===== src/rtl/ldtw_pkg.sv =====
`timescale 1ns / 1ps

package ldtw_pkg;

  // payload widths
  localparam int ACTION_W  = 2;
  localparam int ADDR_W    = 3;
  localparam int SEG_W     = 8;
  localparam int LEVEL_W   = 3;
  localparam int HOLD_W    = 3;
  localparam int PHASE_W   = 7;

  // action codes
  localparam logic [ACTION_W-1:0] ACT_TICK    = 2'd0;
  localparam logic [ACTION_W-1:0] ACT_WRITE   = 2'd1;
  localparam logic [ACTION_W-1:0] ACT_CONTROL = 2'd2;

  // command kinds
  localparam logic KIND_WRITE   = 1'b0;
  localparam logic KIND_CONTROL = 1'b1;

  // command byte bases
  localparam logic [7:0] CMD_DATA_SET  = 8'h40;
  localparam logic [7:0] CMD_ADDR_SET  = 8'hC0;
  localparam logic [7:0] CMD_CTRL_BASE = 8'h80;
  localparam logic [7:0] CMD_CTRL_ON   = 8'h08;

  // frame layout
  localparam logic [PHASE_W-1:0] FRAME_A_LEN  = 7'd34;
  localparam logic [PHASE_W-1:0] START_LEN    = 7'd3;
  localparam logic [PHASE_W-1:0] BYTE_LEN     = 7'd27;
  localparam logic [4:0]         BITS_LEN     = 5'd24;

  // hold times in microseconds
  localparam logic [HOLD_W-1:0] HOLD_NONE  = 3'd0;
  localparam logic [HOLD_W-1:0] HOLD_SHORT = 3'd2;
  localparam logic [HOLD_W-1:0] HOLD_BIT   = 3'd3;
  localparam logic [HOLD_W-1:0] HOLD_ACK   = 3'd5;
  localparam logic [HOLD_W-1:0] HOLD_MAX   = 3'd5;

endpackage


===== src/rtl/ldtw_in_if.sv =====
`timescale 1ns / 1ps

interface ldtw_in_if;
  logic                         valid;
  logic                         ready;
  logic [ldtw_pkg::ACTION_W-1:0] action;
  logic [ldtw_pkg::ADDR_W-1:0]   digit_addr;
  logic [ldtw_pkg::SEG_W-1:0]    segment_bits;
  logic                         display_on;
  logic [ldtw_pkg::LEVEL_W-1:0]  bright_level;

  modport source (output valid, action, digit_addr, segment_bits, display_on,
                  bright_level, input ready);
  modport sink (input valid, action, digit_addr, segment_bits, display_on,
                bright_level, output ready);
endinterface


===== src/rtl/ldtw_out_if.sv =====
`timescale 1ns / 1ps

interface ldtw_out_if;
  logic                        valid;
  logic                        ready;
  logic                        clock_level;
  logic                        data_level;
  logic [ldtw_pkg::HOLD_W-1:0] hold_us;
  logic                        last_phase;

  modport source (output valid, clock_level, data_level, hold_us, last_phase,
                  input ready);
  modport sink (input valid, clock_level, data_level, hold_us, last_phase,
                output ready);
endinterface


===== src/rtl/led_display_two_wire_writer_unit.sv =====
`timescale 1ns / 1ps

// Two-wire LED display writer. A write or control transaction on in_ch latches
// its operands and starts a line sequence; each later tick transaction yields
// one line phase on out_ch (clock level, data level, hold time in us, and a
// last-phase flag). A control sequence is 34 ticks, a display write 95 ticks.
// Commands arriving while a sequence runs, and ticks while idle, are consumed
// with no result. One transaction is taken every cycle: a tick's phase is
// decoded in the same cycle and lands in the output register, so in_ch stalls
// only while that register holds a result that out_ch has not yet taken.
module led_display_two_wire_writer_unit (
  input  logic       clk,
  input  logic       rst_n,
  ldtw_in_if.sink    in_ch,
  ldtw_out_if.source out_ch
);

  // sequencer state
  logic [ldtw_pkg::PHASE_W-1:0] phase_r, phase_nxt;
  logic                         busy_r, busy_nxt;
  logic                         kind_r, kind_nxt;
  logic [ldtw_pkg::ADDR_W-1:0]  addr_r, addr_nxt;
  logic [ldtw_pkg::SEG_W-1:0]   seg_r, seg_nxt;
  logic [7:0]                   ctrl_r, ctrl_nxt;
  logic                         data_line_r, data_line_nxt;

  // output register
  logic                        out_valid_r, out_valid_nxt;
  logic                        out_clk_r, out_clk_nxt;
  logic                        out_data_r, out_data_nxt;
  logic [ldtw_pkg::HOLD_W-1:0] out_hold_r, out_hold_nxt;
  logic                        out_last_r, out_last_nxt;

  logic                         accept;
  logic                         frame_b;
  logic [ldtw_pkg::PHASE_W-1:0] p;
  logic [ldtw_pkg::PHASE_W-1:0] q;
  logic [ldtw_pkg::PHASE_W-1:0] region_len;
  logic [ldtw_pkg::PHASE_W-1:0] tail;
  logic                         second_byte;
  logic [4:0]                   r;
  logic [4:0]                   r_ack;
  logic [8:0]                   r_prod;
  logic [2:0]                   bit_pos;
  logic [4:0]                   sub;
  logic [7:0]                   cur_byte;
  logic                         clk_lvl;
  logic                         dl_new;
  logic [ldtw_pkg::HOLD_W-1:0]  hold;
  logic                         last;

  // handshake
  assign in_ch.ready = !out_valid_r || out_ch.ready;
  assign accept      = in_ch.valid && in_ch.ready;

  // phase position inside the current frame
  always_comb begin
    frame_b    = (kind_r == ldtw_pkg::KIND_WRITE) && (phase_r >= ldtw_pkg::FRAME_A_LEN);
    p          = frame_b ? (phase_r - ldtw_pkg::FRAME_A_LEN) : phase_r;
    q          = p - ldtw_pkg::START_LEN;
    region_len = frame_b ? (ldtw_pkg::BYTE_LEN + ldtw_pkg::BYTE_LEN) : ldtw_pkg::BYTE_LEN;
    tail       = q - region_len;
    second_byte = (q >= ldtw_pkg::BYTE_LEN);
    r          = second_byte ? 5'(q - ldtw_pkg::BYTE_LEN) : q[4:0];
    r_ack      = r - ldtw_pkg::BITS_LEN;
    // r / 3 by reciprocal, exact for r below 24
    r_prod     = {4'd0, r} * 9'd11;
    bit_pos    = r_prod[7:5];
    sub        = r - 5'({2'd0, bit_pos} * 5'd3);
  end

  // byte on the wire
  always_comb begin
    if (kind_r == ldtw_pkg::KIND_CONTROL) begin
      cur_byte = ctrl_r;
    end else if (!frame_b) begin
      cur_byte = ldtw_pkg::CMD_DATA_SET + {5'd0, addr_r};
    end else if (!second_byte) begin
      cur_byte = ldtw_pkg::CMD_ADDR_SET + {5'd0, addr_r};
    end else begin
      cur_byte = seg_r;
    end
  end

  // line levels and hold for this phase
  always_comb begin
    clk_lvl = 1'b0;
    dl_new  = data_line_r;
    hold    = ldtw_pkg::HOLD_NONE;
    if (p < ldtw_pkg::START_LEN) begin
      clk_lvl = 1'b1;
      if (p == 7'd1) begin
        dl_new = 1'b1;
        hold   = ldtw_pkg::HOLD_SHORT;
      end else if (p == 7'd2) begin
        dl_new = 1'b0;
      end
    end else if (q < region_len) begin
      if (r < ldtw_pkg::BITS_LEN) begin
        if (sub == 5'd1) begin
          dl_new = cur_byte[bit_pos];
          hold   = ldtw_pkg::HOLD_BIT;
        end else if (sub == 5'd2) begin
          clk_lvl = 1'b1;
          hold    = ldtw_pkg::HOLD_BIT;
        end
      end else begin
        if (r_ack == 5'd0) begin
          hold = ldtw_pkg::HOLD_ACK;
        end else if (r_ack == 5'd1) begin
          clk_lvl = 1'b1;
          hold    = ldtw_pkg::HOLD_SHORT;
        end
      end
    end else begin
      if (tail == 7'd0) begin
        hold = ldtw_pkg::HOLD_SHORT;
      end else if (tail == 7'd1) begin
        dl_new = 1'b0;
        hold   = ldtw_pkg::HOLD_SHORT;
      end else if (tail == 7'd2) begin
        clk_lvl = 1'b1;
        hold    = ldtw_pkg::HOLD_SHORT;
      end else begin
        clk_lvl = 1'b1;
        dl_new  = 1'b1;
      end
    end
    last = (p == 7'd6 + region_len) && ((kind_r == ldtw_pkg::KIND_CONTROL) || frame_b);
  end

  // next state
  always_comb begin
    phase_nxt     = phase_r;
    busy_nxt      = busy_r;
    kind_nxt      = kind_r;
    addr_nxt      = addr_r;
    seg_nxt       = seg_r;
    ctrl_nxt      = ctrl_r;
    data_line_nxt = data_line_r;
    out_valid_nxt = out_valid_r && !out_ch.ready;
    out_clk_nxt   = out_clk_r;
    out_data_nxt  = out_data_r;
    out_hold_nxt  = out_hold_r;
    out_last_nxt  = out_last_r;
    if (accept) begin
      case (in_ch.action)
        ldtw_pkg::ACT_WRITE, ldtw_pkg::ACT_CONTROL: begin
          if (!busy_r) begin
            busy_nxt  = 1'b1;
            phase_nxt = '0;
            kind_nxt  = (in_ch.action == ldtw_pkg::ACT_CONTROL) ?
                        ldtw_pkg::KIND_CONTROL : ldtw_pkg::KIND_WRITE;
            addr_nxt  = in_ch.digit_addr;
            seg_nxt   = in_ch.segment_bits;
            ctrl_nxt  = ldtw_pkg::CMD_CTRL_BASE
                        + (in_ch.display_on ? ldtw_pkg::CMD_CTRL_ON : 8'd0)
                        + {5'd0, in_ch.bright_level};
          end
        end
        ldtw_pkg::ACT_TICK: begin
          if (busy_r) begin
            data_line_nxt = dl_new;
            out_valid_nxt = 1'b1;
            out_clk_nxt   = clk_lvl;
            out_data_nxt  = dl_new;
            out_hold_nxt  = hold;
            out_last_nxt  = last;
            if (last) begin
              busy_nxt  = 1'b0;
              phase_nxt = '0;
            end else begin
              phase_nxt = phase_r + 7'd1;
            end
          end
        end
        default: begin
        end
      endcase
    end
  end

  // control registers
  always_ff @(posedge clk) begin
    if (!rst_n) begin
      phase_r     <= '0;
      busy_r      <= 1'b0;
      kind_r      <= ldtw_pkg::KIND_WRITE;
      addr_r      <= '0;
      seg_r       <= '0;
      ctrl_r      <= '0;
      data_line_r <= 1'b1;
      out_valid_r <= 1'b0;
    end else begin
      phase_r     <= phase_nxt;
      busy_r      <= busy_nxt;
      kind_r      <= kind_nxt;
      addr_r      <= addr_nxt;
      seg_r       <= seg_nxt;
      ctrl_r      <= ctrl_nxt;
      data_line_r <= data_line_nxt;
      out_valid_r <= out_valid_nxt;
    end
  end

  // result payload
  always_ff @(posedge clk) begin
    out_clk_r  <= out_clk_nxt;
    out_data_r <= out_data_nxt;
    out_hold_r <= out_hold_nxt;
    out_last_r <= out_last_nxt;
  end

  assign out_ch.valid       = out_valid_r;
  assign out_ch.clock_level = out_clk_r;
  assign out_ch.data_level  = out_data_r;
  assign out_ch.hold_us     = out_hold_r;
  assign out_ch.last_phase  = out_last_r;

endmodule


===== src/flat_wrapper.sv =====
// flat-port wrapper written by rule: the top's interface ports become plain ports
module led_display_two_wire_writer_unit_flat 
  (clk, rst_n, in_ch_valid, in_ch_action, in_ch_digit_addr, in_ch_segment_bits, in_ch_display_on, in_ch_bright_level, in_ch_ready, out_ch_valid, out_ch_clock_level, out_ch_data_level, out_ch_hold_us, out_ch_last_phase, out_ch_ready);
  ldtw_in_if in_ch_i ();
  ldtw_out_if out_ch_i ();
  input  logic clk;
  input  logic rst_n;
  input wire logic [$bits(in_ch_i.valid)-1:0] in_ch_valid;
  input wire logic [$bits(in_ch_i.action)-1:0] in_ch_action;
  input wire logic [$bits(in_ch_i.digit_addr)-1:0] in_ch_digit_addr;
  input wire logic [$bits(in_ch_i.segment_bits)-1:0] in_ch_segment_bits;
  input wire logic [$bits(in_ch_i.display_on)-1:0] in_ch_display_on;
  input wire logic [$bits(in_ch_i.bright_level)-1:0] in_ch_bright_level;
  output wire logic [$bits(in_ch_i.ready)-1:0] in_ch_ready;
  output wire logic [$bits(out_ch_i.valid)-1:0] out_ch_valid;
  output wire logic [$bits(out_ch_i.clock_level)-1:0] out_ch_clock_level;
  output wire logic [$bits(out_ch_i.data_level)-1:0] out_ch_data_level;
  output wire logic [$bits(out_ch_i.hold_us)-1:0] out_ch_hold_us;
  output wire logic [$bits(out_ch_i.last_phase)-1:0] out_ch_last_phase;
  input wire logic [$bits(out_ch_i.ready)-1:0] out_ch_ready;
  assign in_ch_i.valid = in_ch_valid;
  assign in_ch_i.action = in_ch_action;
  assign in_ch_i.digit_addr = in_ch_digit_addr;
  assign in_ch_i.segment_bits = in_ch_segment_bits;
  assign in_ch_i.display_on = in_ch_display_on;
  assign in_ch_i.bright_level = in_ch_bright_level;
  assign in_ch_ready = in_ch_i.ready;
  assign out_ch_valid = out_ch_i.valid;
  assign out_ch_clock_level = out_ch_i.clock_level;
  assign out_ch_data_level = out_ch_i.data_level;
  assign out_ch_hold_us = out_ch_i.hold_us;
  assign out_ch_last_phase = out_ch_i.last_phase;
  assign out_ch_i.ready = out_ch_ready;
  led_display_two_wire_writer_unit u_core (.clk(clk), .rst_n(rst_n), .in_ch(in_ch_i), .out_ch(out_ch_i));
endmodule

===== config.mk =====
export PLATFORM = sky130hd
export DESIGN_NAME = led_display_two_wire_writer_unit_flat
export DESIGN_NICKNAME = d
export VERILOG_FILES = /design/src/rtl/ldtw_pkg.sv /design/src/rtl/ldtw_in_if.sv /design/src/rtl/ldtw_out_if.sv /design/src/rtl/led_display_two_wire_writer_unit.sv /design/src/flat_wrapper.sv
export SDC_FILE = /design/constraint.sdc
export NUM_CORES = 1
export LEC_CHECK = 0
export BUFFER_PORTS_ARGS = -buffer_cell sky130_fd_sc_hd__buf_2
export CORE_AREA = 2 2 84 86
export CTS_CLUSTER_DIAMETER = 50
export DETAILED_ROUTE_END_ITERATION = 8
export DIE_AREA = 0 0 86 88
export PLACE_DENSITY = 0.69
export REMOVE_ABC_BUFFERS = 1
export SLEW_MARGIN = 20
export SYNTH_ARGS = -nofsm -noshare
export SYNTH_HDL_FRONTEND = slang
export SYNTH_SLANG_ARGS = --single-unit

===== constraint.sdc =====
create_clock -name clk -period 8.6 [get_ports clk]
set_clock_uncertainty 0.15 [all_clocks]
set_input_delay 0.86 -clock clk [delete_from_list [all_inputs] [get_ports clk]]
set_output_delay 0.86 -clock clk [all_outputs]
set_load 0.005 [all_outputs]

==> impl_metrics.csv, run 1 <==
group,metric,value,unit
status,outcome,"finished, final reports clean",
global_routing,grt_max_degree,28,
clock_tree,cts_buffers,5,
timing,hold_viol,0,
power_and_ir_drop,p_switching,0.100,mW
min_path,hp-class,"reg -> reg",
critical_path,worstReg2RegEnd,"u_core.out_ch.data_level",
timing,finalMaxSlewViolations,0,
job,maxCapViolations,0,
min_path,whs_path_depth,2,
critical_path,arrival,8.07,ns
finish,fin_cells,517,
clock_tree,cts_sinks,33,
timing,setup-tns-final,0,ns
timing,setup_viol,0,
critical_path,rrSetupSlack,0.43,ns
route,ant_nets,0,
critical_path,r2r_start,"u_core.phase_r[2]",
clock_tree,clock_latency,0.30,ns
power_and_ir_drop,combinationalPowerShare,0.122,
critical_path,crit_top_cell,"inv_1",
route,wl_per_cell,14.6,µm
place,dp_slack,0.182,ns
critical_path,rr_worst_depth,34,
timing,setup_ws,0.433,ns
floorplanning,die_w,86,µm
synth,synthFlopType,"dfxtp_1",
global_routing,grt_pass1_wl,13000,µm
power_and_ir_drop,p_per_area,99.4,nW/µm²
floorplanning,coreArea,6640,µm²
global_routing,grt_overflow,0,
finish,area_growth,14.4,%
clock_tree,cts_htree_levels,2,
route,drtPass1Iterations,5,
synth,synth_edf_count,6,
synth,yosys.area.top_type_share,0.166,
floorplanning,die_area,7570,µm²
global_routing,grt_pass1_vias,2859,
floorplanning,initial_core_util,0.489,
timing,slew_headroom,0.359,
route,via_count,2919,
global_routing,antenna_found_initial,0,
clock_tree,cts_tree,"yes",
finish,nets,494,
min_path,hold_end,"u_core.seg_r[6]",
critical_path,cp_slowest_cell,"fa_1",
power_and_ir_drop,intPower,0.269,mW
place,dp_hpwl,5730,µm
route,via_per_inst,5.65,
power_and_ir_drop,max-vdd-ir-drop,0.0825,mV
place,gp_congestion,0.940,
clock_tree,cts-root-buf,"clkbuf_8",
power_and_ir_drop,p_leak,1.60,nW
power_and_ir_drop,p_sw_frac,0.272,
synth,async_reset_ff_frac,0,
clock_tree,clockBufferDepth,2,
critical_path,cp.required,8.50,ns
global_routing,grtUsageTotal,0.213,
critical_path,critPathKind,"reg -> reg",
clock_tree,holdBufCountCts,0,
synth,synth_cell_type_count,75,
synth,synthTopCellsByArea,"dfxtp_1, ha_1, nand2_1, edfxtp_1, a21boi_0",
critical_path,start_kind,"flip-flop",
floorplanning,die_h,88,µm
finish,antennaDiodeCount,0,
finish,drive_above_1_share,0.185,
synth,yosysSeqAreaShare,0.222,
synth,synth_cells,403,
timing,fmax,122,MHz
timing,timing.final.crit_share,0.950,
route,route.detailed.drc,0,
synth,synth_top_cell_by_area,"dfxtp_1",
place,dp_cells,508,
floorplanning,ios,29,
critical_path,slowest_delay,0.50,ns
power_and_ir_drop,p_seq_frac,0.448,
synth,syn_avg_cell_area,8.06,µm²
route,first_iter_violations,88,
floorplanning,row_count,30,
synth,ys_ff_latch,33,
timing,fin_crit,8.17,ns
synth,synth.cell_area,3250,µm²
route,wl,7560,µm
timing,tightest_slew,0.957,ns
synth,ys_warn_count,0,
critical_path,cp_max_fo,7,
power_and_ir_drop,pwr-share-clk,0.430,
clock_tree,clk_pin_slew,0.08,ns
place,port_buffers,28,
min_path,hp-start,"u_core.seg_r[6]",
critical_path,endpoint_kind,"flip-flop",
## cell usage after synthesis (5+ instances only)
library cell   n
nand2_1       53
ha_1          34
inv_1         33
nor2_1        31
dfxtp_1       27
a21boi_0      23
o21ai_0       14
a21oi_1       12
clkbuf_1      11
xnor2_1        9
mux2i_1        8
nand2b_1       7
and2_1         6
edfxtp_1       6
nor3_1         6
a211oi_1       5
a21o_1         5
or3_1          5
## through the flow
step	area, µm²	utilization	hold slack [ns]	power, mW
detailed placement	3510	0.529	0.304	0.213
global placement	3510	0.529	0.297	0.213
floorplan	3180	-	0.289	0.198
finish	3710	0.559	0.316	0.369
global route	3710	0.559	0.338	0.386
CTS	3630	0.546	0.318	0.372
## worst max path at each step
stage                           start                        to  slack [ns]  cells past startpoint
detailed placement  u_core.phase_r[2]  u_core.out_ch.data_level        0.18                     34
floorplan           u_core.phase_r[0]  u_core.out_ch.data_level        0.50                     34
global route        u_core.phase_r[2]  u_core.out_ch.data_level      -0.005                     34
CTS                 u_core.phase_r[2]  u_core.out_ch.data_level        0.16                     34
finish              u_core.phase_r[2]  u_core.out_ch.data_level        0.43                     34
global placement    u_core.phase_r[1]  u_core.out_ch.data_level        0.34                     34
## layout by cell type, fill, tap and decap left out, types with 8 or more instances in the layout
master | Yosys | layout
a21oi_1 | 12 | 11
nand2_1 | 53 | 53
nor2_1 | 31 | 31
a21boi_0 | 23 | 23
buf_2 | 3 | 28
xnor2_1 | 9 | 9
ha_1 | 34 | 30
o21ai_0 | 14 | 14
dfxtp_1 | 27 | 27
buf_4 | 0 | 13
inv_1 | 33 | 32
mux2i_1 | 8 | 8
## state kept, by name, indices dropped and copies added, names as in the netlist, 3 cells and up
register	flops
u_core.ctrl_r	5
u_core.seg_r	8
u_core.addr_r	3
u_core.out_ch.hold_us	3
u_core.phase_r	7
## cell type report
type | instances | area, µm²
multi-input cells | 321 | 2410
well taps | 80 | 100
inverters | 34 | 128
flip-flops and latches | 33 | 721
clock inverters | 3 | 45.0
repair buffers | 41 | 238
fillers | 627 | 2930
clock buffers | 5 | 68.8
## power by group through the flow
| stage | registers, mW | clock network, mW | logic (mW) |
|---|---|---|---|
| final | 0.165 | 0.159 | 0.0450 |
| after global placement | 0.169 | 0 | 0.0445 |
| after floorplan | 0.169 | 0 | 0.0287 |
| after CTS | 0.165 | 0.162 | 0.0447 |
| after detailed placement | 0.169 | 0 | 0.0445 |
| after global routing | 0.166 | 0.168 | 0.0518 |
## metal layers
layer,track usage,part of all wire,up-vias
met5,0,0,-
met4,0.0765,0.015,0
met3,0.0283,0.027,9
met2,0.367,0.47,45
met1,0.272,0.49,1350
li1,-,-,1515
## repair_timing
action | CTS | global route
setup buffers | 0 | 1
endpoints found under the setup margin | 0 | 4
resized for setup | 0 | 15
## worst max-delay path: cells and delay by family, from the launching register on
family / cells / cell delay [ns]
fa+ha+maj: 7 / 2.38
simple gates: 13 / 3.04
compound gates: 6 / 1.14
flops: 1 / 0.32
xor+xnor: 3 / 0.47
buf+inv: 5 / 0.40
## logic make-up (layout without fill, tap and decap cells)
logic type | Yosys count | count (layout) | share of synthesized area
compound gates | 113 | 113 | 0.263
xor+xnor | 14 | 14 | 0.0401
fa+ha+maj | 37 | 37 | 0.150
buf+inv | 49 | 83 | 0.0601
flops | 33 | 33 | 0.222
mux | 9 | 9 | 0.0281
simple gates | 148 | 148 | 0.237
No activity file was read; power rests on OpenSTA's default activity.
==> inputs of run 2 (changes only) <==
--- a/config.mk
+++ b/config.mk
@@ -5,13 +5,13 @@
 export SDC_FILE = /design/constraint.sdc
 export NUM_CORES = 1
 export LEC_CHECK = 0
+export ABC_AREA = 1
 export BUFFER_PORTS_ARGS = -buffer_cell sky130_fd_sc_hd__buf_2
 export CORE_AREA = 2 2 84 86
 export CTS_CLUSTER_DIAMETER = 50
 export DETAILED_ROUTE_END_ITERATION = 8
 export DIE_AREA = 0 0 86 88
-export PLACE_DENSITY = 0.69
-export REMOVE_ABC_BUFFERS = 1
+export PLACE_DENSITY_LB_ADDON = 0.1
 export SLEW_MARGIN = 20
 export SYNTH_ARGS = -nofsm -noshare
 export SYNTH_HDL_FRONTEND = slang
==> impl_metrics.csv, run 2 <==
group,metric,value,unit
route,ant_nets,0,
timing,setup_viol,0,
synth,synth-compound-area-share,0.128,
finish,num-fill-cells,684,
synth,syn_avg_cell_area,6.72,µm²
timing,hold_slack,0.311,ns
synth,synth_nets,540,
clock_tree,cts_sinks,33,
clock_tree,cts_buffers,5,
min_path,hp-start,"u_core.seg_r[5]",
route,wl_per_cell,12.4,µm
global_routing,grt_overflow,0,
synth,synthTopCellsByArea,"dfxtp_1, ha_1, nand2_1, inv_1, nand3_1",
critical_path,cp_max_fo,12,
clock_tree,clock_latency,0.29,ns
synth,synth_top_cell_by_area,"dfxtp_1",
clock_tree,cts-root-buf,"clkbuf_8",
floorplanning,initial_core_util,0.488,
finish,postLayoutCellArea,3540,µm²
timing,slew_headroom,0.404,
critical_path,endpoint_kind,"flip-flop",
synth,async_reset_ff_frac,0,
synth,synth.most_common_cell,"nand2_1",
route,wl,7300,µm
timing,grt_setup_unrepaired,"false",
critical_path,start_kind,"flip-flop",
critical_path,rrSetupSlack,0.87,ns
power_and_ir_drop,p_per_area,98.4,nW/µm²
timing,hold_viol,0,
critical_path,crit_top_cell,"inv_1",
clock_tree,cts_htree_levels,2,
floorplanning,row_count,30,
synth,synthMuxAreaShare,0,
critical_path,arrival,7.61,ns
power_and_ir_drop,pwr-share-clk,0.370,
clock_tree,cts_tree,"yes",
floorplanning,coreArea,6640,µm²
finish,antennaDiodeCount,0,
min_path,hp-class,"reg -> reg",
status,outcome,"finished, final reports clean",
critical_path,cp.required,8.48,ns
finish,area_growth,9.15,%
power_and_ir_drop,intPower,0.255,mW
clock_tree,clockBufferDepth,2,
finish,layout_common_cells,"nand2_1, inv_1, nor2_1",
finish,nets,567,
synth,synth_xor_area_frac,0.0375,
synth,ys_ff_latch,33,
power_and_ir_drop,max-vdd-ir-drop,0.0953,mV
synth,yosysSeqAreaShare,0.222,
synth,synth_commonest_cells,"nand2_1, inv_1, nor2_1",
finish,final_util,0.532,
global_routing,grt_pass1_vias,2768,
job,maxCapViolations,0,
synth,synth_edf_count,6,
route,route.detailed.drc,0,
finish,reg_top3,"u_core.seg_r: 8 flops, u_core.phase_r: 7 flops, u_core.ctrl_r: 5 flops",
critical_path,slowest_delay,0.51,ns
synth,synthFlopType,"dfxtp_1",
timing,tightest_slew,0.887,ns
global_routing,grtUsageTotal,0.205,
power_and_ir_drop,p_switching,0.0929,mW
global_routing,grt_pass1_wl,12600,µm
min_path,whs_path_depth,2,
synth,synth.cell_area,3240,µm²
route,via_count,3041,
synth,yosys.area_share.adder,0.150,
power_and_ir_drop,combinationalPowerShare,0.143,
synth,ys_warn_count,0,
synth,synthSimpleGateAreaFrac,0.354,
critical_path,cp_slowest_cell,"fa_1",
finish,final_common_cell,"nand2_1",
synth,yosys.area.top_type_share,0.167,
critical_path,rr_worst_depth,45,
finish,multi_input_area,2170,µm²
timing,fmax,129,MHz
synth,synth_cell_type_count,47,
floorplanning,ios,29,
synth,synth_top_family_by_area,"simple AND/OR/NAND/NOR gates",
min_path,hold_end,"u_core.seg_r[5]",
place,dp_hpwl,5860,µm
floorplanning,die_w,86,µm
floorplanning,die_h,88,µm
synth,synth_cells,482,
timing,timing.final.crit_share,0.898,
global_routing,grt_max_degree,25,
place,dp_cells,582,
route,drtPass1Iterations,4,
timing,finalMaxSlewViolations,0,
clock_tree,holdBufCountCts,0,
critical_path,worstReg2RegEnd,"u_core.out_ch.hold_us[1]",
finish,largest_register,"u_core.seg_r",
route,via_per_inst,5.15,
global_routing,antenna_found_initial,0,
finish,drive_above_1_share,0.149,
route,first_iter_violations,164,
finish,largest_register_ffs,8,
power_and_ir_drop,p_sw_frac,0.267,
power_and_ir_drop,p_leak,1.88,nW
critical_path,critPathKind,"reg -> reg",
timing,setup-tns-final,0,ns
floorplanning,die_area,7570,µm²
power_and_ir_drop,p_seq_frac,0.486,
clock_tree,clk_pin_slew,0.07,ns
timing,fin_crit,7.73,ns
place,gp_congestion,0.925,
place,dpl_cell_area,3430,µm²
finish,fin_cells,590,
place,port_buffers,28,
critical_path,r2r_start,"u_core.phase_r[0]",
finish,regArea,722,µm²
[run 2: worst max-delay path, delay by kind of cell (launching register included)]
family / cells / cell delay, ns
AOI/OAI and AO/OA: 7 / 1.15
adders and majority gates: 7 / 2.39
and+or+nand+nor: 17 / 1.82
buffers and inverters: 11 / 0.91
xor gates and xnor gates: 3 / 0.59
DFF: 1 / 0.46
[run 2: cells by family after synthesis]
family	after synthesis
AO/OA/AOI/OAI	72
XOR/XNOR	13
adder cells (fa/ha/maj)	37
buffers and inverters	89
flip-flops	33
AND/OR/NAND/NOR	238
[run 2: repair_timing]
| action | 4_1_cts | 5_1_grt |
|---|---|---|
| buffers inserted | 0 | 0 |
| resized for setup | 0 | 1 |
| endpoints found under the setup margin | 0 | 4 |
[run 2: worst max-delay path by stage]
stage,start,to
final,u_core.phase_r[0],u_core.out_ch.hold_us[1]
after global routing,u_core.phase_r[0],u_core.out_ch.hold_us[1]
after CTS,u_core.phase_r[0],u_core.out_ch.data_level
after detailed placement,u_core.phase_r[0],u_core.out_ch.data_level
after global placement,u_core.phase_r[0],u_core.out_ch.data_level
after floorplan,u_core.phase_r[0],u_core.out_ch.data_level
[run 2: layout make-up]
cell class                      instances  area share
Clock inverter                          1     0.00141
Inverter                               81      0.0860
Multi-Input combinational cell        360       0.613
Timing Repair Buffer                   28      0.0396
Clock buffer                            7      0.0272
Sequential cell                        33       0.204
Tap cell                               80      0.0283
[run 2: through the flow]
| stage | worst slack [ns] | power [mW] |
|---|---|---|
| after floorplan | 1.42 | 0.208 |
| after global placement | 1.06 | 0.221 |
| after detailed placement | 0.752 | 0.222 |
| after CTS | 0.722 | 0.351 |
| final | 0.875 | 0.348 |
| after global routing | 0.163 | 0.366 |
[run 2: power by group through the flow]
stage / logic [mW] / clock network, mW / registers [mW]
2_1_floorplan: 0.0367 / 0 / 0.171
6_report: 0.0499 / 0.129 / 0.169
3_3_place_gp: 0.0488 / 0 / 0.173
3_5_place_dp: 0.0497 / 0 / 0.173
4_1_cts: 0.0501 / 0.132 / 0.169
5_1_grt: 0.0574 / 0.138 / 0.170
[run 2: layer usage]
layer / vias up / GRT usage / wire length, µm
met3: 8 / 0.0368 / 262
met1: 1361 / 0.286 / 3680
li1: 1621 / - / -
met4: 0 / 0.0346 / 78
met5: - / 0 / 0
met2: 51 / 0.338 / 3290
